## src/design/ucm_pkg.sv

```systemverilog
package ucm_pkg;

  // Longest line held is LINE_CAPACITY-1 bytes.
  localparam int LINE_CAPACITY = 64;
  localparam int LEN_W = $clog2(LINE_CAPACITY);

  localparam logic [7:0] CH_CR = 8'h0D;
  localparam logic [7:0] CH_LF = 8'h0A;

  localparam logic [2:0] RSP_PONG       = 3'd0;
  localparam logic [2:0] RSP_VERSION    = 3'd1;
  localparam logic [2:0] RSP_STATUS     = 3'd2;
  localparam logic [2:0] RSP_RESETTING  = 3'd3;
  localparam logic [2:0] RSP_UNKNOWN    = 3'd4;
  localparam logic [2:0] RSP_TOO_LONG   = 3'd5;
  localparam logic [2:0] RSP_READ_ERROR = 3'd6;

  // Command words, left aligned in 16 characters and padded with zero bytes.
  localparam int NUM_WORDS = 4;
  localparam int WORD_CHARS = 16;
  localparam int WORD_PING = 0;
  localparam int WORD_VERSION = 1;
  localparam int WORD_STATUS = 2;
  localparam int WORD_RESET = 3;

  localparam logic [8*WORD_CHARS-1:0] WORD_TXT [NUM_WORDS] = '{
    {"PING", 96'h0},
    {"GET_", "VERSION", 40'h0},
    {"GET_", "STATUS", 48'h0},
    {"RESET", 88'h0}
  };
  localparam logic [LEN_W-1:0] WORD_LEN [NUM_WORDS] = '{
    LEN_W'(4), LEN_W'(11), LEN_W'(10), LEN_W'(5)
  };

  typedef struct packed {
    logic [7:0] rx_byte;
    logic       read_error;
  } in_item_t;

  typedef struct packed {
    logic [2:0] response;
    logic       reset_request;
  } result_t;

  typedef enum logic [1:0] {
    CMD_APPEND,
    CMD_END,
    CMD_RDERR
  } cmd_kind_t;

  typedef struct packed {
    cmd_kind_t  kind;
    logic [7:0] rx_byte;
  } cmd_t;

endpackage

```

## src/design/ucm_front.sv

```systemverilog
module ucm_front (
  input  logic              clk,
  input  logic              rst,
  input  logic              push,
  output logic              full,
  input  ucm_pkg::in_item_t item,
  output logic              cmd_valid,
  input  logic              cmd_ready,
  output ucm_pkg::cmd_t     cmd
);
  import ucm_pkg::*;

  // Classified commands wait in a two-entry queue for the back end.
  cmd_t       slot [2];
  logic [1:0] count;
  logic       wr_ptr;
  logic       rd_ptr;

  cmd_t       cmd_in;
  logic       keep;
  logic       write;
  logic       read;

  always_comb begin
    cmd_in.rx_byte = item.rx_byte;
    if (item.read_error) begin
      cmd_in.kind = CMD_RDERR;
    end else if (item.rx_byte == CH_LF) begin
      cmd_in.kind = CMD_END;
    end else begin
      cmd_in.kind = CMD_APPEND;
    end
  end

  // Carriage returns never reach the queue.
  assign keep  = item.read_error || (item.rx_byte != CH_CR);
  assign full  = (count == 2'd2);
  assign write = push && !full && keep;
  assign read  = cmd_valid && cmd_ready;

  assign cmd_valid = (count != 2'd0);
  assign cmd       = slot[rd_ptr];

  always_ff @(posedge clk) begin
    if (rst) begin
      count  <= 2'd0;
      wr_ptr <= 1'b0;
      rd_ptr <= 1'b0;
    end else begin
      count  <= count + {1'b0, write} - {1'b0, read};
      wr_ptr <= wr_ptr ^ write;
      rd_ptr <= rd_ptr ^ read;
    end
  end

  always_ff @(posedge clk) begin
    if (write) begin
      slot[wr_ptr] <= cmd_in;
    end
  end

endmodule

```

## src/design/ucm_back.sv

```systemverilog
module ucm_back (
  input  logic             clk,
  input  logic             rst,
  input  logic             cmd_valid,
  output logic             cmd_ready,
  input  ucm_pkg::cmd_t    cmd,
  output logic             empty,
  input  logic             pop,
  output ucm_pkg::result_t result
);
  import ucm_pkg::*;

  // Line state: the match against each word is tracked as the bytes arrive.
  logic [LEN_W-1:0]     line_length;
  logic [LEN_W-1:0]     line_length_next;
  logic [LEN_W-1:0]     text_len;
  logic [LEN_W-1:0]     text_len_next;
  logic                 zero_seen;
  logic                 zero_seen_next;
  logic [NUM_WORDS-1:0] match;
  logic [NUM_WORDS-1:0] match_next;
  logic [NUM_WORDS-1:0] hit;
  logic [3:0]           pos;

  // Two-entry result queue.
  result_t    slot [2];
  logic [1:0] count;
  logic       wr_ptr;
  logic       rd_ptr;
  logic       take;
  logic       res_valid;
  result_t    res;
  logic       read;

  assign cmd_ready = (count != 2'd2);
  assign take      = cmd_valid && cmd_ready;
  assign pos       = text_len[3:0];

  always_comb begin
    for (int i = 0; i < NUM_WORDS; i++) begin
      hit[i] = (32'(text_len) < WORD_CHARS) &&
               (cmd.rx_byte == WORD_TXT[i][8*(WORD_CHARS-1-32'(pos)) +: 8]);
    end
  end

  always_comb begin
    line_length_next = line_length;
    text_len_next    = text_len;
    zero_seen_next   = zero_seen;
    match_next       = match;
    res_valid        = 1'b0;
    res              = '0;
    if (take) begin
      unique case (cmd.kind)
        CMD_RDERR: begin
          res_valid    = 1'b1;
          res.response = RSP_READ_ERROR;
        end
        CMD_END: begin
          line_length_next = '0;
          text_len_next    = '0;
          zero_seen_next   = 1'b0;
          match_next       = '1;
          res_valid        = 1'b1;
          priority if (match[WORD_PING] && text_len == WORD_LEN[WORD_PING]) begin
            res.response = RSP_PONG;
          end else if (match[WORD_VERSION] && text_len == WORD_LEN[WORD_VERSION]) begin
            res.response = RSP_VERSION;
          end else if (match[WORD_STATUS] && text_len == WORD_LEN[WORD_STATUS]) begin
            res.response = RSP_STATUS;
          end else if (match[WORD_RESET] && text_len == WORD_LEN[WORD_RESET]) begin
            res.response      = RSP_RESETTING;
            res.reset_request = 1'b1;
          end else if (text_len != '0) begin
            res.response = RSP_UNKNOWN;
          end else begin
            res_valid = 1'b0;
          end
        end
        CMD_APPEND: begin
          if (line_length >= LEN_W'(LINE_CAPACITY - 1)) begin
            line_length_next = '0;
            text_len_next    = '0;
            zero_seen_next   = 1'b0;
            match_next       = '1;
            res_valid        = 1'b1;
            res.response     = RSP_TOO_LONG;
          end else begin
            line_length_next = line_length + LEN_W'(1);
            // A zero byte ends the text that is matched.
            if (!zero_seen) begin
              if (cmd.rx_byte == 8'h00) begin
                zero_seen_next = 1'b1;
              end else begin
                match_next    = match & hit;
                text_len_next = text_len + LEN_W'(1);
              end
            end
          end
        end
        default: begin
        end
      endcase
    end
  end

  always_ff @(posedge clk) begin
    if (rst) begin
      line_length <= '0;
      text_len    <= '0;
      zero_seen   <= 1'b0;
      match       <= '1;
    end else begin
      line_length <= line_length_next;
      text_len    <= text_len_next;
      zero_seen   <= zero_seen_next;
      match       <= match_next;
    end
  end

  assign empty  = (count == 2'd0);
  assign result = slot[rd_ptr];
  assign read   = pop && !empty;

  always_ff @(posedge clk) begin
    if (rst) begin
      count  <= 2'd0;
      wr_ptr <= 1'b0;
      rd_ptr <= 1'b0;
    end else begin
      count  <= count + {1'b0, res_valid} - {1'b0, read};
      wr_ptr <= wr_ptr ^ res_valid;
      rd_ptr <= rd_ptr ^ read;
    end
  end

  always_ff @(posedge clk) begin
    if (res_valid) begin
      slot[wr_ptr] <= res;
    end
  end

endmodule

```

## src/design/uart_command_line_matcher_top.sv

```systemverilog
// A result reaches the result ports from the input byte that causes it through
// the front queue register, then the result queue.
// Throughput: one byte per cycle while neither queue is full; the back end
// updates the line state per byte, and the two-entry queues let either side stall alone.
// Reset (rst, synchronous, active high) empties both queues and clears the line.
module uart_command_line_matcher_top (
  input  logic              clk,
  input  logic              rst,
  input  logic              push,
  output logic              full,
  input  ucm_pkg::in_item_t item,
  output logic              empty,
  input  logic              pop,
  output ucm_pkg::result_t  result
);
  import ucm_pkg::*;

  // Commands handed from the classifier to the line engine.
  logic cmd_valid;
  logic cmd_ready;
  cmd_t cmd;

  // The front end turns each byte into an append, end-of-line or read-error
  // command and drops carriage returns. It holds up to two commands, so a
  // transfer is still taken while the back end is stalled, until the queue is full.
  ucm_front u_front (
    .clk       (clk),
    .rst       (rst),
    .push      (push),
    .full      (full),
    .item      (item),
    .cmd_valid (cmd_valid),
    .cmd_ready (cmd_ready),
    .cmd       (cmd)
  );

  // The back end keeps the line length and a running per-word match, so a
  // line feed is classified without storing the text of the line.
  // Results wait in a two-entry queue until they are popped.
  ucm_back u_back (
    .clk       (clk),
    .rst       (rst),
    .cmd_valid (cmd_valid),
    .cmd_ready (cmd_ready),
    .cmd       (cmd),
    .empty     (empty),
    .pop       (pop),
    .result    (result)
  );

endmodule
```

## config.mk

```make
export PLATFORM = sky130hd
export DESIGN_NAME = uart_command_line_matcher_top
export DESIGN_NICKNAME = d
export VERILOG_FILES = /design/src/design/ucm_pkg.sv /design/src/design/ucm_front.sv /design/src/design/ucm_back.sv /design/src/design/uart_command_line_matcher_top.sv
export SDC_FILE = /design/constraint.sdc
export NUM_CORES = 1
export LEC_CHECK = 0
export BUFFER_PORTS_ARGS = -buffer_cell sky130_fd_sc_hd__buf_4
export CAP_MARGIN = 20
export CORE_ASPECT_RATIO = 1.1
export CORE_MARGIN = 1
export CORE_UTILIZATION = 40
export DETAILED_ROUTE_END_ITERATION = 16
export GPL_TIMING_DRIVEN = 0
export PLACE_DENSITY_LB_ADDON = 0.12
export SYNTH_ARGS = -nofsm -noshare
export SYNTH_HDL_FRONTEND = slang
export SYNTH_SLANG_ARGS = --single-unit
export TNS_END_PERCENT = 30
```

## constraint.sdc

```tcl
create_clock -name clk -period 4.6 [get_ports clk]
set_clock_uncertainty 0.05 [all_clocks]
set_input_delay 0.69 -clock clk [delete_from_list [all_inputs] [get_ports clk]]
set_output_delay 0.69 -clock clk [all_outputs]
set_load 0.1 [all_outputs]
```

==> results of run 1 <==
-- layout make-up --
type | count | area [um2]
clock buffers | 6 | 82.6
repair buffers | 18 | 135
plain buffers | 13 | 65.1
well taps | 85 | 106
multi-input cells | 227 | 1530
fillers | 704 | 3800
flip-flops and latches | 53 | 1340
inverters | 15 | 56.3
clock inverters | 2 | 13.8
-- path summary, 6_finish.rpt --
path | end | slack, ns | cells past startpoint
setup / recovery | u_back.count[1] | 2.07 | 9
hold / removal | u_back.zero_seen | 0.43 | 1
setup reg to reg | u_back.count[1] | 2.07 | 9
hold reg to reg | u_back.zero_seen | 0.43 | 1
-- power groups by stage --
stage               Clock (mW)  Combinational (mW)  Sequential [mW]
finish                   0.277               0.971            0.678
global route             0.302                1.07            0.692
CTS                      0.284               0.977            0.680
detailed placement           0               0.973            0.691
global placement             0               0.968            0.689
floorplan                    0               0.791            0.667
-- sequential cells by signal (all words and copies together), names as in the netlist --
signal,count
u_back.line_length,6
u_front.slot,20
u_back.slot,8
u_back.wr_ptr,1
u_back.match,4
u_back.text_len,6
u_back.zero_seen,1
u_back.rd_ptr,1
u_front.rd_ptr,1
u_back.count,2
u_front.count,2
u_front.wr_ptr,1
-- cell usage in the layout (no fill, tap or decap), types with 3 or more instances in the layout --
cell type,n
sky130_fd_sc_hd__and3_1,5
sky130_fd_sc_hd__dfxtp_1,25
sky130_fd_sc_hd__a21oi_1,19
sky130_fd_sc_hd__clkbuf_1,8
sky130_fd_sc_hd__buf_4,18
sky130_fd_sc_hd__nor3_1,13
sky130_fd_sc_hd__nor3b_1,3
sky130_fd_sc_hd__edfxtp_1,28
sky130_fd_sc_hd__nand3_1,7
sky130_fd_sc_hd__o21a_1,3
sky130_fd_sc_hd__nand4_1,9
sky130_fd_sc_hd__o21ai_0,14
sky130_fd_sc_hd__clkbuf_8,6
sky130_fd_sc_hd__nor2_1,29
sky130_fd_sc_hd__xor2_1,13
sky130_fd_sc_hd__xnor2_1,11
sky130_fd_sc_hd__mux2_2,5
sky130_fd_sc_hd__inv_1,15
sky130_fd_sc_hd__mux2i_1,10
sky130_fd_sc_hd__or2_2,3
sky130_fd_sc_hd__nand2_1,22
sky130_fd_sc_hd__ha_1,16
sky130_fd_sc_hd__nor2b_1,10
-- layer usage --
metal | global-route usage, % | part of all wire, % | routed length [um] | up-vias
li1 | - | - | - | 1153
met4 | 3.81 | 0.90 | 55 | 0
met3 | 2.41 | 3.3 | 204 | 4
met2 | 29.0 | 48 | 2920 | 37
met1 | 21.8 | 48 | 2940 | 1057
met5 | 0 | 0 | 0 | -
-- metrics by stage --
stage                     worst slack (ns)  std cells  util [%]
after global placement                2.09        411      45.4
after floorplan                       1.70        308         -
after detailed placement              2.07        411      45.4
final                                 2.07        419      46.7
after CTS                             2.04        419      46.7
after global routing                  1.85        419      46.7
-- cells by family (layout without fill, tap and decap cells) --
kind of cell	after synthesis	in the layout	synth area share [%]
AOI/OAI and AO/OA	56	56	11.8
xor gates and xnor gates	24	24	7.03
adders and majority gates	16	16	6.69
buffers and inverters	28	54	4.06
DFF	53	53	44.8
muxes	16	16	5.73
and+or+nand+nor	115	115	19.8
==> metrics.yaml, run 1 <==
timing:
  tightestPinTransition_ns: 0.820
  grt_setup_unrepaired: "false"
  slew-limit-headroom_pct: 43.8
  slew_viol_final: 0
  finalHoldWorstSlack_ns: 0.434
  fin_tns_setup_ns: 0
  finalWorstPathRequiredPeriod_ns: 2.53
  timing.final.hold_violations: 0
  maxClockFrequency_mhz: 395
  finalSetupViolations: 0
  period_share_pct: 55.0
die:
  chipHeight_um: 92.7
  initial_utilization_pct: 42.0
  dieWidth_um: 84.5
  die_area_um2: 7830
  design.core.area_um2: 7130
  rows: 32
  io_pins: 19
global_routing:
  globalRouteTotalUtil_pct: 16.6
  grt_pass1_vias: 2069
  grt_max_degree: 17
  antenna_found_initial: 0
  grt_first_pass_wirelength_mm: 10.3
  global_route.overflow_total: 0
drt:
  wirelength_mm: 6.12
  detailroute.via_count: 2251
  drt_pre_antenna_iters: 4
  drc_errors: 0
  drtAntennaViolNets: 0
  dr.first_iter.drc_count: 122
  routedWlPerCell_um: 14.6
  dr_vias_cell: 5.37
placed_design:
  port_buffers: 18
  gpl.final_weighted_congestion: 0.843
  dpl_cell_area_um2: 3230
  dp_hpwl_mm: 4.61
setup_path:
  critPathArrivalTime_ns: 2.66
  cell_with_the_biggest_individual_delay_on_the_critical_path: "sky130_fd_sc_hd__dfxtp_1"
  most_used_cell_cp: "sky130_fd_sc_hd__ha_1"
  worst-path-max-fanout: 10
  critPathTopFamily: "adder cells"
  worst_path_max_stage_delay_ns: 0.58
  timing.critical_path.cells: "inv_1, ha_1, nand2b_1, nor3_1, a31oi_1, ha_1, xor2_1, xnor2_1, nor2_1"
  kind_of_start_point_of_the_critical_path: "flop"
  timing.critical_path.from: "u_back.text_len[0]"
  required_arrival_time_at_the_worst_endpoint_ns: 4.73
  critical_path_class: "reg -> reg"
  cp_num_buf_inv: 1
  endpoint_kind: "flop"
  startpoint_of_the_worst_slack_reg_to_reg_timing_path: "u_back.text_len[0]"
yosys:
  number_of_enable_type_register_cells_in_the_synthesized_netlist: 28
  yosysSeqAreaShare_pct: 44.8
  yosysMostFrequentCell: "sky130_fd_sc_hd__nor2_1"
  synth_async_sr_flop_share_pct: 0
  most_used_dff_post_synth: "sky130_fd_sc_hd__edfxtp_1"
  synthTopCellsByCount: "sky130_fd_sc_hd__nor2_1 (29), sky130_fd_sc_hd__edfxtp_1 (28), sky130_fd_sc_hd__dfxtp_1 (25)"
  mappedNetlistNets: 337
  yosys.cell_types.count: 47
  yosys_warnings: 0
  postSynthCellCount: 308
  netlist.top_cell.by_area: "sky130_fd_sc_hd__edfxtp_1"
  post-synth-top-area-fraction_pct: 28.1
  synth.top_cells.by_area: "sky130_fd_sc_hd__edfxtp_1 (28%), sky130_fd_sc_hd__dfxtp_1 (17%), sky130_fd_sc_hd__ha_1 (6.7%)"
  synth.cell_area_um2: 2990
  synth-seq-cells: 53
  synth_area_per_cell_um2: 9.71
layout:
  area_growth_syn_to_layout_pct: 11.3
  fraction_of_layout_cells_with_a_size_suffix_above_1_pct: 12.0
  fin_area_um2: 3330
  num-nets-final: 362
  antenna_cells: 0
clocking:
  cts_setup_buffers: 0
  clk_latency_ns: 0.30
  tritoncts.num_buffers: 5
  clkTransAtPathRegs_ns: 0.10
  clkSinkCount: 53
  post_cts_resized: 0
  ctsLongestPathBuffers: 2
  tritoncts: "yes"
  ctsHtreeMaxLevel: 2
  cts-hold-fix-buffers: 0
  cts.root.buffer_cell: "sky130_fd_sc_hd__clkbuf_8"
power:
  max-vdd-ir-drop_mv: 0.283
  share_clk_of_total_power_pct: 14.4
  power.share.combinational_pct: 50.4
  sequentialPowerShare_pct: 35.2
  sw_frac_of_total_pct: 43.6
  net-switching-power_mw: 0.841
  internal-power_mw: 1.09
  total_leakage_power_nw: 1.24
  pwr_density_cell_nw_per_um2: 579
  report.power.total_mw: 1.93
worst_hold_path:
  timing.hold.worst.start: "u_back.zero_seen"
  min-delay-path-class: "reg -> reg"
run:
  maxCapViolCount: 0
status:
  outcome: "complete, no violations"
Note: power is estimated with default switching activity, not from simulation.
==> inputs of run 2 (changes only) <==
==> constraint.sdc (replaced) <==
create_clock -name clk -period 2.6 [get_ports clk]
set_clock_uncertainty 0.05 [all_clocks]
set_input_delay 0.39 -clock clk [delete_from_list [all_inputs] [get_ports clk]]
set_output_delay 0.39 -clock clk [all_outputs]
set_load 0.1 [all_outputs]
==> metrics.yaml, run 2 (same netlist as run 1, synthesis figures left out) <==
power:
  total_leakage_power_nw: 1.25  # +1.0%
  pwr_density_cell_nw_per_um2: 1040  # +81%
  share_clk_of_total_power_pct: 16.2  # +1.8 points
  net-switching-power_mw: 1.50  # +79%
  sw_frac_of_total_pct: 42.9  # -0.74 points
  power.share.combinational_pct: 49.3  # -1.1 points
  max-vdd-ir-drop_mv: 0.648  # +130%
  sequentialPowerShare_pct: 34.5  # -0.7 points
  internal-power_mw: 2.00  # +84%
die:
  rows: 32  # unchanged
  dieWidth_um: 84.5  # unchanged
  chipHeight_um: 92.7  # unchanged
  io_pins: 19  # unchanged
  die_area_um2: 7830  # unchanged
  initial_utilization_pct: 42.0  # unchanged
  design.core.area_um2: 7130  # unchanged
layout:
  layout_filler_cell_count: 695  # -1.3%
  largest-register: "u_front.slot"
  fin_area_um2: 3350  # +0.75%
  largest_regs: "u_front.slot: 20 flops, u_back.slot: 8 flops"
  layout_common_cells: "sky130_fd_sc_hd__nor2_1 (28), sky130_fd_sc_hd__edfxtp_1 (28), sky130_fd_sc_hd__dfxtp_1 (23)"
  fraction_of_layout_cells_with_a_size_suffix_above_1_pct: 13.5  # +1.5 points
  antenna_cells: 0  # unchanged
  num-nets-final: 362  # unchanged
  largest_reg_flops: 20  # unchanged
  area_growth_syn_to_layout_pct: 12.1
  layoutNonFillerInstCount: 419  # unchanged
setup_path:
  endpoint_kind: "flop"
  r2r-end: "u_back.match[0]"
  required_arrival_time_at_the_worst_endpoint_ns: 2.75  # -1.98 ns
  critPathArrivalTime_ns: 2.59  # -0.07 ns
  critical_path_class: "reg -> reg"
  timing.critical_path.from: "u_front.rd_ptr"
  worst-path-max-fanout: 10  # unchanged
  worstRegToRegCells: 8  # -1
  kind_of_start_point_of_the_critical_path: "flop"
  timing.reg2reg.setup_slack_ns: 0.17  # -1.90 ns
  timing.critical_path.to: "u_back.match[0]"
  startpoint_of_the_worst_slack_reg_to_reg_timing_path: "u_front.rd_ptr"
placed_design:
  gpl.final_weighted_congestion: 0.854  # +1.2%
  dp_hpwl_mm: 4.65  # +0.74%
  port_buffers: 18  # unchanged
  placed_cells_incl_taps: 411  # unchanged
  dpl_cell_area_um2: 3240  # +0.15%
drt:
  dr_vias_cell: 5.38  # +0.22%
  wirelength_mm: 6.22  # +1.6%
  routedWlPerCell_um: 14.8  # +1.6%
  detailroute.via_count: 2256  # +0.22%
  drtAntennaViolNets: 0  # unchanged
  drc_errors: 0  # unchanged
  drt_pre_antenna_iters: 4  # unchanged
  dr.first_iter.drc_count: 105  # -14%
timing:
  tightestPinTransition_ns: 0.855  # +0.0351 ns
  slew_viol_final: 0  # unchanged
  finalSetupViolations: 0  # unchanged
  maxClockFrequency_mhz: 411  # +4.1%
  fin_tns_setup_ns: 0  # unchanged
  finalWorstPathRequiredPeriod_ns: 2.43  # -0.0987 ns
  grt_setup_unrepaired: "false"
  timing.final.hold_violations: 0  # unchanged
  period_share_pct: 93.5  # +39 points
  slew-limit-headroom_pct: 41.4  # -2.4 points
clocking:
  cts-hold-fix-buffers: 0  # unchanged
  clkTransAtPathRegs_ns: 0.10  # about the same
  cts_setup_buffers: 0  # unchanged
  tritoncts: "yes"
  ctsLongestPathBuffers: 2  # unchanged
  clk_latency_ns: 0.30  # about the same
  clkSinkCount: 53  # unchanged
  tritoncts.num_buffers: 5  # unchanged
  cts.root.buffer_cell: "sky130_fd_sc_hd__clkbuf_8"
  ctsHtreeMaxLevel: 2  # unchanged
global_routing:
  grt_first_pass_wirelength_mm: 10.6  # +3.4%
  antenna_found_initial: 0  # unchanged
  grt_pass1_vias: 2161  # +4.4%
  global_route.overflow_total: 0  # unchanged
  grt_max_degree: 18  # +1
  globalRouteTotalUtil_pct: 17.2  # +0.57 points
status:
  outcome: "complete, no violations"
run:
  maxCapViolCount: 0  # unchanged
worst_hold_path:
  min-delay-path-class: "in -> reg"
run 2: how the worst min path moves through the flow:
stage / slack [ns] / cells after the start / start / to
after floorplan: 0.39 / 1 / u_back.zero_seen / u_back.zero_seen
after global placement: 0.40 / 1 / u_back.zero_seen / u_back.zero_seen
after detailed placement: 0.41 / 1 / u_back.zero_seen / u_back.zero_seen
after CTS: 0.21 / 2 / rst / u_front.count[0]
after global routing: 0.20 / 2 / rst / u_front.count[0]
final: 0.21 / 2 / rst / u_front.count[0]
run 2: metrics by stage:
stage | setup slack [ns] | utilization, % | hold slack (ns) | power, mW
2_1_floorplan | 0.225 | - | 0.391 | 2.59
6_report | 0.168 | 47.1 | 0.214 | 3.50
3_5_place_dp | 0.0975 | 45.4 | 0.409 | 2.95
4_1_cts | 0.0886 | 47.0 | 0.207 | 3.52
5_1_grt | 0.00955 | 47.1 | 0.202 | 3.75
3_3_place_gp | 0.0929 | 45.4 | 0.401 | 2.94
run 2: power groups by stage:
stage	Sequential (mW)	Combinational (mW)	Clock (mW)
final	1.21	1.73	0.568
after global routing	1.24	1.90	0.613
after CTS	1.21	1.73	0.579
after detailed placement	1.22	1.72	0
after global placement	1.22	1.71	0
after floorplan	1.18	1.40	0
run 2: what timing repair did:
item,4_1_cts,5_1_grt
setup endpoints to repair,0,4
gates resized for setup,0,4
endpoints found under the hold margin,0,0
run 2: critical path: stages (launching register included):
cell	delay [ns]
sky130_fd_sc_hd__dfxtp_1	0.34
sky130_fd_sc_hd__buf_6	0.14
sky130_fd_sc_hd__buf_2	0.25
sky130_fd_sc_hd__mux2i_1	0.76
sky130_fd_sc_hd__xnor2_1	0.19
sky130_fd_sc_hd__nor3_1	0.06
sky130_fd_sc_hd__o21ai_0	0.20
sky130_fd_sc_hd__a21oi_1	0.09
sky130_fd_sc_hd__a211o_1	0.26
run 2: area by class of cell:
| type | instances | area [um2] | area share [%] |
|---|---|---|---|
| Multi-Input combinational cell | 227 | 1530 | 45.7 |
| Sequential cell | 53 | 1340 | 40.1 |
| Timing Repair Buffer | 18 | 135 | 4.03 |
| Tap cell | 85 | 106 | 3.17 |
| Clock buffer | 5 | 68.8 | 2.05 |
| Buffer | 13 | 66.3 | 1.98 |
| Inverter | 15 | 56.3 | 1.68 |
| Clock inverter | 3 | 43.8 | 1.31 |
run 2: routing by layer:
layer | vias up | global-route usage [%] | part of all wire (%)
met3 | 8 | 2.94 | 2.6
li1 | 1162 | - | -
met5 | - | 0 | 0
met1 | 1054 | 22.4 | 48
met4 | 0 | 5.23 | 1.5
met2 | 32 | 29.2 | 48
